## config.mk

```make
export PLATFORM = sky130hd
export DESIGN_NAME = aopu_controller
export DESIGN_NICKNAME = d
export VERILOG_FILES = /design/src/hw/rtl/aopu_pkg.sv /design/src/hw/rtl/aopu_controller.sv
export SDC_FILE = /design/constraint.sdc
export NUM_CORES = 1
export LEC_CHECK = 0
export BUFFER_PORTS_ARGS = -buffer_cell sky130_fd_sc_hd__buf_2
export CORE_MARGIN = 4
export CORE_UTILIZATION = 54
export CTS_BUF_LIST = sky130_fd_sc_hd__clkbuf_4 sky130_fd_sc_hd__clkbuf_8 sky130_fd_sc_hd__clkbuf_16
export CTS_CLUSTER_DIAMETER = 80
export DETAILED_ROUTE_END_ITERATION = 10
export GPL_ROUTABILITY_DRIVEN = 0
export GPL_TIMING_DRIVEN = 0
export PLACE_DENSITY = 0.8
export SLEW_MARGIN = 10
export SYNTH_ARGS = -nofsm -noshare
export SYNTH_HDL_FRONTEND = slang
export SYNTH_SLANG_ARGS = --single-unit
```

## constraint.sdc

```tcl
create_clock -name clk -period 2.3 [get_ports clk]
set_clock_uncertainty 0.05 [all_clocks]
set_input_delay 0.46 -clock clk [delete_from_list [all_inputs] [get_ports clk]]
set_output_delay 0.46 -clock clk [all_outputs]
set_load 0.05 [all_outputs]
```

## src/hw/rtl/aopu_pkg.sv

```systemverilog
// Shared constants, command codes and types for the arc odometry pose update core.
`timescale 1ns / 1ps
package aopu_pkg;

  localparam int CORDIC_ITERATIONS = 24;
  localparam int DIST_FRAC_BITS    = 16;
  localparam int IDX_W             = 5;

  localparam logic [30:0] MAX_STEP_RESET = 31'(10 << DIST_FRAC_BITS);

  localparam logic signed [35:0] PI_Q30      = 36'sd3373259426;
  localparam logic signed [35:0] TWO_PI_Q30  = 36'sd6746518852;
  localparam logic signed [35:0] HALF_PI_Q30 = 36'sd1686629713;
  localparam logic signed [33:0] INV_GAIN    = 34'sd652032874;

  // configuration register indexes
  localparam logic [2:0] REG_REAR_OFFSET  = 3'd0;
  localparam logic [2:0] REG_RIGHT_OFFSET = 3'd1;
  localparam logic [2:0] REG_MAX_STEP     = 3'd2;
  localparam logic [2:0] REG_START_X      = 3'd3;
  localparam logic [2:0] REG_START_Y      = 3'd4;
  localparam logic [2:0] REG_START_HEAD   = 3'd5;

  // datapath operations
  localparam logic [4:0] OP_NONE      = 5'd0;
  localparam logic [4:0] OP_CAPTURE   = 5'd1;
  localparam logic [4:0] OP_LOAD_POSE = 5'd2;
  localparam logic [4:0] OP_REJECT    = 5'd3;
  localparam logic [4:0] OP_STRAIGHT  = 5'd4;
  localparam logic [4:0] OP_ZERO      = 5'd5;
  localparam logic [4:0] OP_RED_D     = 5'd6;
  localparam logic [4:0] OP_RED_H     = 5'd7;
  localparam logic [4:0] OP_FOLD      = 5'd8;
  localparam logic [4:0] OP_ITER      = 5'd9;
  localparam logic [4:0] OP_CORRX     = 5'd10;
  localparam logic [4:0] OP_CORRY     = 5'd11;
  localparam logic [4:0] OP_DIV_INIT  = 5'd12;
  localparam logic [4:0] OP_DIV_STEP  = 5'd13;
  localparam logic [4:0] OP_DIV_END   = 5'd14;
  localparam logic [4:0] OP_WR_LX     = 5'd15;
  localparam logic [4:0] OP_WR_LY     = 5'd16;
  localparam logic [4:0] OP_WR_PX     = 5'd17;
  localparam logic [4:0] OP_WR_PYH    = 5'd18;

  // multiplier operand pairs
  localparam logic [3:0] MS_NONE     = 4'd0;
  localparam logic [3:0] MS_YZ       = 4'd1;
  localparam logic [3:0] MS_XZ       = 4'd2;
  localparam logic [3:0] MS_K_REAR   = 4'd3;
  localparam logic [3:0] MS_S2_ROFF  = 4'd4;
  localparam logic [3:0] MS_K_RIGHT  = 4'd5;
  localparam logic [3:0] MS_S2_RTOFF = 4'd6;
  localparam logic [3:0] MS_LX_C     = 4'd7;
  localparam logic [3:0] MS_LY_S     = 4'd8;
  localparam logic [3:0] MS_LY_C     = 4'd9;
  localparam logic [3:0] MS_LX_S     = 4'd10;

  // accumulator actions
  localparam logic [1:0] ACC_NONE = 2'd0;
  localparam logic [1:0] ACC_LOAD = 2'd1;
  localparam logic [1:0] ACC_ADD  = 2'd2;
  localparam logic [1:0] ACC_SUB  = 2'd3;

  typedef struct packed {
    logic [4:0]       op;
    logic [3:0]       mul_sel;
    logic [1:0]       acc_op;
    logic [IDX_W-1:0] idx;
  } cmd_t;

  typedef struct packed {
    logic mode;
    logic reject;
    logic straight;
    logic zero_turn;
  } status_t;

  typedef struct packed {
    logic signed [31:0] rear_offset;
    logic signed [31:0] right_offset;
    logic [30:0]        max_step;
    logic signed [31:0] start_x;
    logic signed [31:0] start_y;
    logic signed [31:0] start_heading;
  } cfg_t;

  function automatic logic [31:0] atan_entry(input logic [IDX_W-1:0] i);
    logic [31:0] v;
    case (i)
      5'd0:  v = 32'd843314856;
      5'd1:  v = 32'd497837829;
      5'd2:  v = 32'd263043836;
      5'd3:  v = 32'd133525158;
      5'd4:  v = 32'd67021686;
      5'd5:  v = 32'd33543515;
      5'd6:  v = 32'd16775850;
      5'd7:  v = 32'd8388437;
      5'd8:  v = 32'd4194282;
      5'd9:  v = 32'd2097149;
      5'd10: v = 32'd1048575;
      5'd11: v = 32'd524287;
      5'd12: v = 32'd262143;
      5'd13: v = 32'd131071;
      5'd14: v = 32'd65535;
      5'd15: v = 32'd32767;
      5'd16: v = 32'd16383;
      5'd17: v = 32'd8191;
      5'd18: v = 32'd4095;
      5'd19: v = 32'd2047;
      5'd20: v = 32'd1023;
      5'd21: v = 32'd511;
      5'd22: v = 32'd255;
      5'd23: v = 32'd127;
      5'd24: v = 32'd63;
      5'd25: v = 32'd31;
      5'd26: v = 32'd15;
      5'd27: v = 32'd7;
      5'd28: v = 32'd3;
      5'd29: v = 32'd1;
      default: v = 32'd0;
    endcase
    return v;
  endfunction

endpackage

```

## src/hw/rtl/aopu_controller.sv

```systemverilog
// Controller: sequences capture, sine/cosine, division, arc offset and rotation.
`timescale 1ns / 1ps
module aopu_controller (
  input  logic              clk,
  input  logic              rst,
  input  logic              in_valid,
  input  logic              out_free,
  input  aopu_pkg::status_t status,
  output logic              in_ready,
  output logic              publish,
  output aopu_pkg::cmd_t    cmd
);

  localparam logic [3:0] S_IDLE  = 4'd0;
  localparam logic [3:0] S_CHECK = 4'd1;
  localparam logic [3:0] S_RED   = 4'd2;
  localparam logic [3:0] S_FOLD  = 4'd3;
  localparam logic [3:0] S_ITER  = 4'd4;
  localparam logic [3:0] S_MULYZ = 4'd5;
  localparam logic [3:0] S_CORRX = 4'd6;
  localparam logic [3:0] S_CORRY = 4'd7;
  localparam logic [3:0] S_DIVI  = 4'd8;
  localparam logic [3:0] S_DIVS  = 4'd9;
  localparam logic [3:0] S_DIVE  = 4'd10;
  localparam logic [3:0] S_ARC   = 4'd11;
  localparam logic [3:0] S_ROT   = 4'd12;
  localparam logic [3:0] S_OUT   = 4'd13;

  localparam logic [aopu_pkg::IDX_W-1:0] ITER_LAST =
    aopu_pkg::IDX_W'(aopu_pkg::CORDIC_ITERATIONS - 1);
  localparam logic [aopu_pkg::IDX_W-1:0] DIV_LAST  = aopu_pkg::IDX_W'(30);
  localparam logic [aopu_pkg::IDX_W-1:0] SEQ_LAST  = aopu_pkg::IDX_W'(5);

  logic [3:0]                   state, state_next;
  logic [aopu_pkg::IDX_W-1:0]   cnt, cnt_next;
  logic                         second, second_next;

  always_comb begin
    state_next  = state;
    cnt_next    = cnt;
    second_next = second;
    in_ready    = 1'b0;
    publish     = 1'b0;
    cmd         = '{op: aopu_pkg::OP_NONE, mul_sel: aopu_pkg::MS_NONE,
                    acc_op: aopu_pkg::ACC_NONE, idx: cnt};
    case (state)
      S_IDLE: begin
        in_ready = 1'b1;
        if (in_valid) begin
          cmd.op     = aopu_pkg::OP_CAPTURE;
          state_next = S_CHECK;
        end
      end
      S_CHECK: begin
        if (status.mode) begin
          cmd.op     = aopu_pkg::OP_LOAD_POSE;
          state_next = S_OUT;
        end else if (status.reject) begin
          cmd.op     = aopu_pkg::OP_REJECT;
          state_next = S_OUT;
        end else if (status.straight) begin
          cmd.op      = aopu_pkg::OP_STRAIGHT;
          second_next = 1'b1;
          state_next  = S_RED;
        end else if (status.zero_turn) begin
          cmd.op      = aopu_pkg::OP_ZERO;
          second_next = 1'b1;
          state_next  = S_RED;
        end else begin
          second_next = 1'b0;
          state_next  = S_RED;
        end
      end
      S_RED: begin
        cmd.op     = second ? aopu_pkg::OP_RED_H : aopu_pkg::OP_RED_D;
        state_next = S_FOLD;
      end
      S_FOLD: begin
        cmd.op     = aopu_pkg::OP_FOLD;
        cnt_next   = '0;
        state_next = S_ITER;
      end
      S_ITER: begin
        cmd.op = aopu_pkg::OP_ITER;
        if (cnt == ITER_LAST) state_next = S_MULYZ;
        else cnt_next = cnt + 1'b1;
      end
      S_MULYZ: begin
        cmd.mul_sel = aopu_pkg::MS_YZ;
        state_next  = S_CORRX;
      end
      S_CORRX: begin
        cmd.op      = aopu_pkg::OP_CORRX;
        cmd.mul_sel = aopu_pkg::MS_XZ;
        state_next  = S_CORRY;
      end
      S_CORRY: begin
        cmd.op     = aopu_pkg::OP_CORRY;
        cnt_next   = '0;
        state_next = second ? S_ROT : S_DIVI;
      end
      S_DIVI: begin
        cmd.op     = aopu_pkg::OP_DIV_INIT;
        cnt_next   = '0;
        state_next = S_DIVS;
      end
      S_DIVS: begin
        cmd.op = aopu_pkg::OP_DIV_STEP;
        if (cnt == DIV_LAST) state_next = S_DIVE;
        else cnt_next = cnt + 1'b1;
      end
      S_DIVE: begin
        cmd.op     = aopu_pkg::OP_DIV_END;
        cnt_next   = '0;
        state_next = S_ARC;
      end
      S_ARC: begin
        // lx = k*rear + s2*rear_off, then ly = k*right + s2*right_off
        case (cnt)
          5'd0: cmd.mul_sel = aopu_pkg::MS_K_REAR;
          5'd1: begin
            cmd.mul_sel = aopu_pkg::MS_S2_ROFF;
            cmd.acc_op  = aopu_pkg::ACC_LOAD;
          end
          5'd2: begin
            cmd.mul_sel = aopu_pkg::MS_K_RIGHT;
            cmd.acc_op  = aopu_pkg::ACC_ADD;
          end
          5'd3: begin
            cmd.op      = aopu_pkg::OP_WR_LX;
            cmd.mul_sel = aopu_pkg::MS_S2_RTOFF;
            cmd.acc_op  = aopu_pkg::ACC_LOAD;
          end
          5'd4: cmd.acc_op = aopu_pkg::ACC_ADD;
          default: cmd.op = aopu_pkg::OP_WR_LY;
        endcase
        if (cnt == SEQ_LAST) begin
          second_next = 1'b1;
          state_next  = S_RED;
        end else cnt_next = cnt + 1'b1;
      end
      S_ROT: begin
        // x += lx*c + ly*s, y += ly*c - lx*s
        case (cnt)
          5'd0: cmd.mul_sel = aopu_pkg::MS_LX_C;
          5'd1: begin
            cmd.mul_sel = aopu_pkg::MS_LY_S;
            cmd.acc_op  = aopu_pkg::ACC_LOAD;
          end
          5'd2: begin
            cmd.mul_sel = aopu_pkg::MS_LY_C;
            cmd.acc_op  = aopu_pkg::ACC_ADD;
          end
          5'd3: begin
            cmd.op      = aopu_pkg::OP_WR_PX;
            cmd.mul_sel = aopu_pkg::MS_LX_S;
            cmd.acc_op  = aopu_pkg::ACC_LOAD;
          end
          5'd4: cmd.acc_op = aopu_pkg::ACC_SUB;
          default: cmd.op = aopu_pkg::OP_WR_PYH;
        endcase
        if (cnt == SEQ_LAST) state_next = S_OUT;
        else cnt_next = cnt + 1'b1;
      end
      S_OUT: begin
        // hold until the result register can take the new pose
        if (out_free) begin
          publish    = 1'b1;
          state_next = S_IDLE;
        end
      end
      default: state_next = S_IDLE;
    endcase
  end

  always_ff @(posedge clk) begin
    if (rst) begin
      state  <= S_IDLE;
      cnt    <= '0;
      second <= 1'b0;
    end else begin
      state  <= state_next;
      cnt    <= cnt_next;
      second <= second_next;
    end
  end

endmodule

```

==> impl_metrics.toml, run 1 <==
[critical_path]
cp-start-kind = "register"
cpLargestDelayFamily = "flip-flops"
end_kind = "primary output"
cp_max_fo = 10
crit_type = "register to primary output"
cp.required_ns = 1.79
worstPathArrival_ns = 1.81
path_cells = "ha_2, clkbuf_8, nand3_1, a21o_1, a31oi_4, buf_6"
cpMaxStageDelayCell = "dfxtp_4"
r2r_cells = 7
cpPeakStageDelay_ns = 0.39
crit_buf_inv = 2
crit_cells = 6

[die]
coreArea_mm2 = 0.002002
die_x_um = 54.40
dieArea_mm2 = 0.002959
start_util = 0.5806
boundaryPins = 26
die_h_um = 54.40
rows = 16

[timing]
slew_viol_final = 0
period_minus_slack_ns = 2.319
finalSetupViolations = 3
post-route-period-util = 1.008
whs_ns = 0.4402
setup_slack_ns = -0.01894
max_slew_margin = 0.6841
rsz0062_at_grt = "yes"
worstMarginPinSlew_ns = 0.4739
hold_viol = 0
fin_setup_tns_ns = -0.03315
max_freq_ghz = 0.4312

[cts]
ctsHtreeMaxLevel = 1
cts_tree = "done"
cts-buffers-inserted = 3
cts_sinks = 10
clk_pin_slew_ns = 0.07
cts_root_buf = "clkbuf_4"
clockBufferDepth = 2
clkLatencyLatePin_ns = 0.27
ctsHoldBuffers = 0

[synthesis]
yosysSeqAreaShare = 0.1722
synth_flop_cell = "dfxtp_1"
synth_cells = 168
synthDistinctLibCells = 50
syn_nets = 180
synth_seq_cells = 10
ys_warn_count = 0
netlist_area_mm2 = 0.001162
avgSynthCellArea_um2 = 6.919
async_flop_share = 0
synth_edf_count = 0

[routing]
drcViolationCount = 0
wire_per_inst_um = 19.58
dr.pass1.iters = 5
drt_wl_total_um = 4542
drtIter0Drc = 124
vias = 1622
vias_per_cell = 6.991
drtAntennaViolNets = 0

[placement]
preCtsSetupSlack_ns = -0.2038
hpwl_um = 2716
io_buffer_count = 25

[final_layout]
drive_above_1_share = 0.4488
nets = 218
syn_to_final_growth_pct = 47.90
final_cell_mix = "19 x buf_2, 17 x buf_4, 15 x nand2_1"
seq_area_um2 = 211.5
final_util = 0.8588
diodes = 0
multiInputGateArea_mm2 = 0.001071
fill_cells = 127
final_common_cell = "buf_2"

[grt]
grt_pass1_wl_um = 6810
grt_antenna_before_repair = 0
grtUsageTotal = 0.3149
grt_pass1_vias = 1477
grt_max_degree = 19
grt_overflow_total = 0

[hold_path]
worstHoldPathCells = 3
hold_class = "input pin to register"

[job]
drv_cap = 0

[status]
violations = "setup timing"
status = "complete, but fails checks"

[pwr]
p_total_mw = 2.611
p_leak_nw = 0.6774
power.density_mw_per_mm2 = 1519
ir_drop_mv = 1.321
## timing repair
action,4_1_cts,5_1_grt
pin swaps,7,5
buffers inserted,5,4
gates resized for setup,41,30
endpoints found under the setup margin,12,10
## report_power, final
part	internal, mW	switching, mW	leakage (nW)	total [mW]
clock	0.0789	0.0615	0.0184	0.140
sequential	0.229	0.0432	0.0847	0.272
combinational	0.794	1.40	0.574	2.20
## worst min-delay path, delay by kind of cell
kind	cells	cell delay, ns
buffers and inverters	1	0.10
AOI/OAI and AO/OA	1	0.06
and+or+nand+nor	1	0.10
## cells in the mapped netlist (all sizes together), types with 2 or more instances
library cell,number,area share
a211oi,2,0.013
nor3,6,0.026
o21ai,12,0.052
o211a,2,0.017
a311oi,2,0.015
nand3,8,0.034
nand4,5,0.027
nor2,15,0.048
a31oi,4,0.022
dfxtp,10,0.17
or3,3,0.016
nand2,16,0.052
buf,7,0.034
inv,7,0.023
a21o,3,0.019
o211ai,6,0.039
nor2b,2,0.011
a22oi,2,0.013
clkbuf,8,0.026
and2,2,0.011
ha,4,0.043
o21a,2,0.013
and3b,2,0.015
o31ai,3,0.019
a21oi,14,0.073
and4bb,2,0.022
nand3b,2,0.013
## registers in the layout, indices dropped and copies added (netlist names)
| register | count |
|---|---|
| cnt | 5 |
| state | 4 |
| second | 1 |
## cells by family after synthesis
kind of cell    synth area share
compound gates            0.3757
fa+ha+maj                0.04306
buf+inv                  0.08287
flops                     0.1722
mux                      0.01291
simple gates              0.3132
## routing by layer
metal	GRT usage	vias to the layer above	wire, µm
met2	0.5199	148	2098
met1	0.3863	723	1654
li1	-	716	-
met4	0.1743	0	238
met5	0	-	0
met3	0.04905	35	551
## per-stage QoR
| stage | area, µm² | instances |
|---|---|---|
| finish | 1719 | 232 |
| global placement | 1405 | 220 |
| floorplan | 1246 | 168 |
| CTS | 1627 | 228 |
| global route | 1719 | 232 |
| detailed placement | 1405 | 220 |
## final cells by class
class / count / share of cell area
plain buffers: 14 / 0.06769
clock buffers: 4 / 0.01747
inverters: 7 / 0.01674
multi-input cells: 136 / 0.6230
flip-flops and latches: 10 / 0.1230
well taps: 27 / 0.01965
repair buffers: 34 / 0.1325
## path summary, 6_finish.rpt
| kind | start | slack [ns] | endpoint |
|---|---|---|---|
| max | cnt[0]$_SDFFE_PP0P_ | -0.02 | cmd[11] |
| min | rst | 0.44 | cnt[3]$_SDFFE_PP0P_ |
| max reg2reg | cnt[0]$_SDFFE_PP0P_ | 0.20 | state[3]$_SDFFE_PP0P_ |
| min reg2reg | cnt[3]$_SDFFE_PP0P_ | 0.52 | cnt[3]$_SDFFE_PP0P_ |
Power figures use the tool's default switching activity.
==> inputs of run 2 (changes only) <==
==> constraint.sdc (replaced) <==
create_clock -name clk -period 2.57 [get_ports clk]
set_clock_uncertainty 0.05 [all_clocks]
set_input_delay 0.514 -clock clk [delete_from_list [all_inputs] [get_ports clk]]
set_output_delay 0.514 -clock clk [all_outputs]
set_load 0.1 [all_outputs]
==> impl_metrics.toml, run 2 (same netlist as run 1, synthesis figures left out) <==
[timing]
max_freq_ghz = 0.3933
hold_viol = 0
worstMarginPinSlew_ns = 0.5149
post-route-period-util = 0.9894
period_minus_slack_ns = 2.543
max_slew_margin = 0.6567
fin_setup_tns_ns = 0
finalSetupViolations = 0
slew_viol_final = 0
rsz0062_at_grt = "yes"

[die]
rows = 16
coreArea_mm2 = 0.002002
die_x_um = 54.40
boundaryPins = 26
dieArea_mm2 = 0.002959
start_util = 0.5806
die_h_um = 54.40

[critical_path]
cpLargestDelayFamily = "buffers and inverters"
cp_common_cell = "buf_2"
cp_max_fo = 8
worstPathArrival_ns = 1.98
cp-start-kind = "register"
end_kind = "primary output"
crit_type = "register to primary output"
cpPeakStageDelay_ns = 0.44
cpMaxStageDelayCell = "buf_2"
cp.required_ns = 2.01
path_cells = "buf_2, nor3_4, clkdlybuf4s15_2, nand2_1, a21oi_4, buf_2"
crit_buf_inv = 3

[final_layout]
fill_cells = 113
largest_reg_flops = 5
seq_area_um2 = 214.0
diodes = 0
final_common_cell = "buf_2"
drive_above_1_share = 0.3990
top_register = "cnt"
final_cell_mix = "20 x buf_2, 16 x nand2_1, 15 x nor2_1"
nets = 211
reg.largest.list = "cnt: 5 flops, state: 4 flops, second: 1 flops"
syn_to_final_growth_pct = 41.44
multiInputGateArea_mm2 = 0.001035

[routing]
highest_layer = "met4"
vias = 1521
drt_wl_total_um = 4056
drtIter0Drc = 84
wl_met3_um = 376
dr.pass1.iters = 5
vias_per_cell = 6.760
drtAntennaViolNets = 0
wl_met2_um = 1952
wire_per_inst_um = 18.03
drcViolationCount = 0
wl_met1_um = 1618

[placement]
io_buffer_count = 25
hpwl_um = 2848

[job]
drv_cap = 0

[cts]
ctsHtreeMaxLevel = 1
cts_root_buf = "clkbuf_4"
clk_pin_slew_ns = 0.08
cts-buffers-inserted = 3
cts_tree = "done"
clockBufferDepth = 2
cts_sinks = 10
clkLatencyLatePin_ns = 0.27
ctsHoldBuffers = 0

[grt]
grt_max_degree = 11
grtUsageTotal = 0.2889
grt_overflow_total = 0
grt_pass1_wl_um = 6230
grt_pass1_vias = 1383
grt_antenna_before_repair = 0

[hold_path]
hold_class = "register to register"

[status]
status = "finished clean"
-- run 2: worst paths after layout --
kind	start	to	slack, ns	cells after the start
setup / recovery	cnt[4]$_SDFFE_PP0P_	cmd[6]	0.03	6
hold / removal	cnt[0]$_SDFFE_PP0P_	cnt[0]$_SDFFE_PP0P_	0.47	1
setup reg to reg	state[2]$_SDFFE_PP0P_	state[3]$_SDFFE_PP0P_	0.54	6
hold reg to reg	cnt[0]$_SDFFE_PP0P_	cnt[0]$_SDFFE_PP0P_	0.47	1
-- run 2: through the flow --
step | area [µm²] | setup WS [ns] | hold WS, ns | utilization | cells
6_report | 1644 | 0.02716 | 0.4732 | 0.8213 | 225
5_1_grt | 1644 | -0.03008 | 0.4861 | 0.8213 | 225
4_1_cts | 1567 | 0.002351 | 0.4650 | 0.7825 | 224
3_5_place_dp | 1458 | -0.2123 | 0.4496 | 0.7281 | 220
3_3_place_gp | 1458 | -0.1978 | 0.4492 | 0.7281 | 220
2_1_floorplan | 1299 | -0.01157 | 0.5389 | - | 168
-- run 2: cell type report --
class	instances	area share
buffer	15	0.05708
clock buffer	4	0.02207
inverter	7	0.01598
multi-input combinational	136	0.6294
sequential	10	0.1301
tap	27	0.02055
timing repair buffer	26	0.1248
-- run 2: per-layer routing --
layer | up-vias | track usage
met3 | 13 | 0.04087
met5 | - | 0
met2 | 99 | 0.4741
met1 | 713 | 0.3633
met4 | 0 | 0.1494
li1 | 696 | -
-- run 2: timing repair --
item,CTS,global route
gates resized for setup,24,23
cloned,0,1
pin swaps,0,1
setup endpoints to repair,8,9
setup buffers,0,0
Power of run 2 is not shown: default switching activity piles up to over one toggle a cycle in this logic, so the estimate is an artifact.
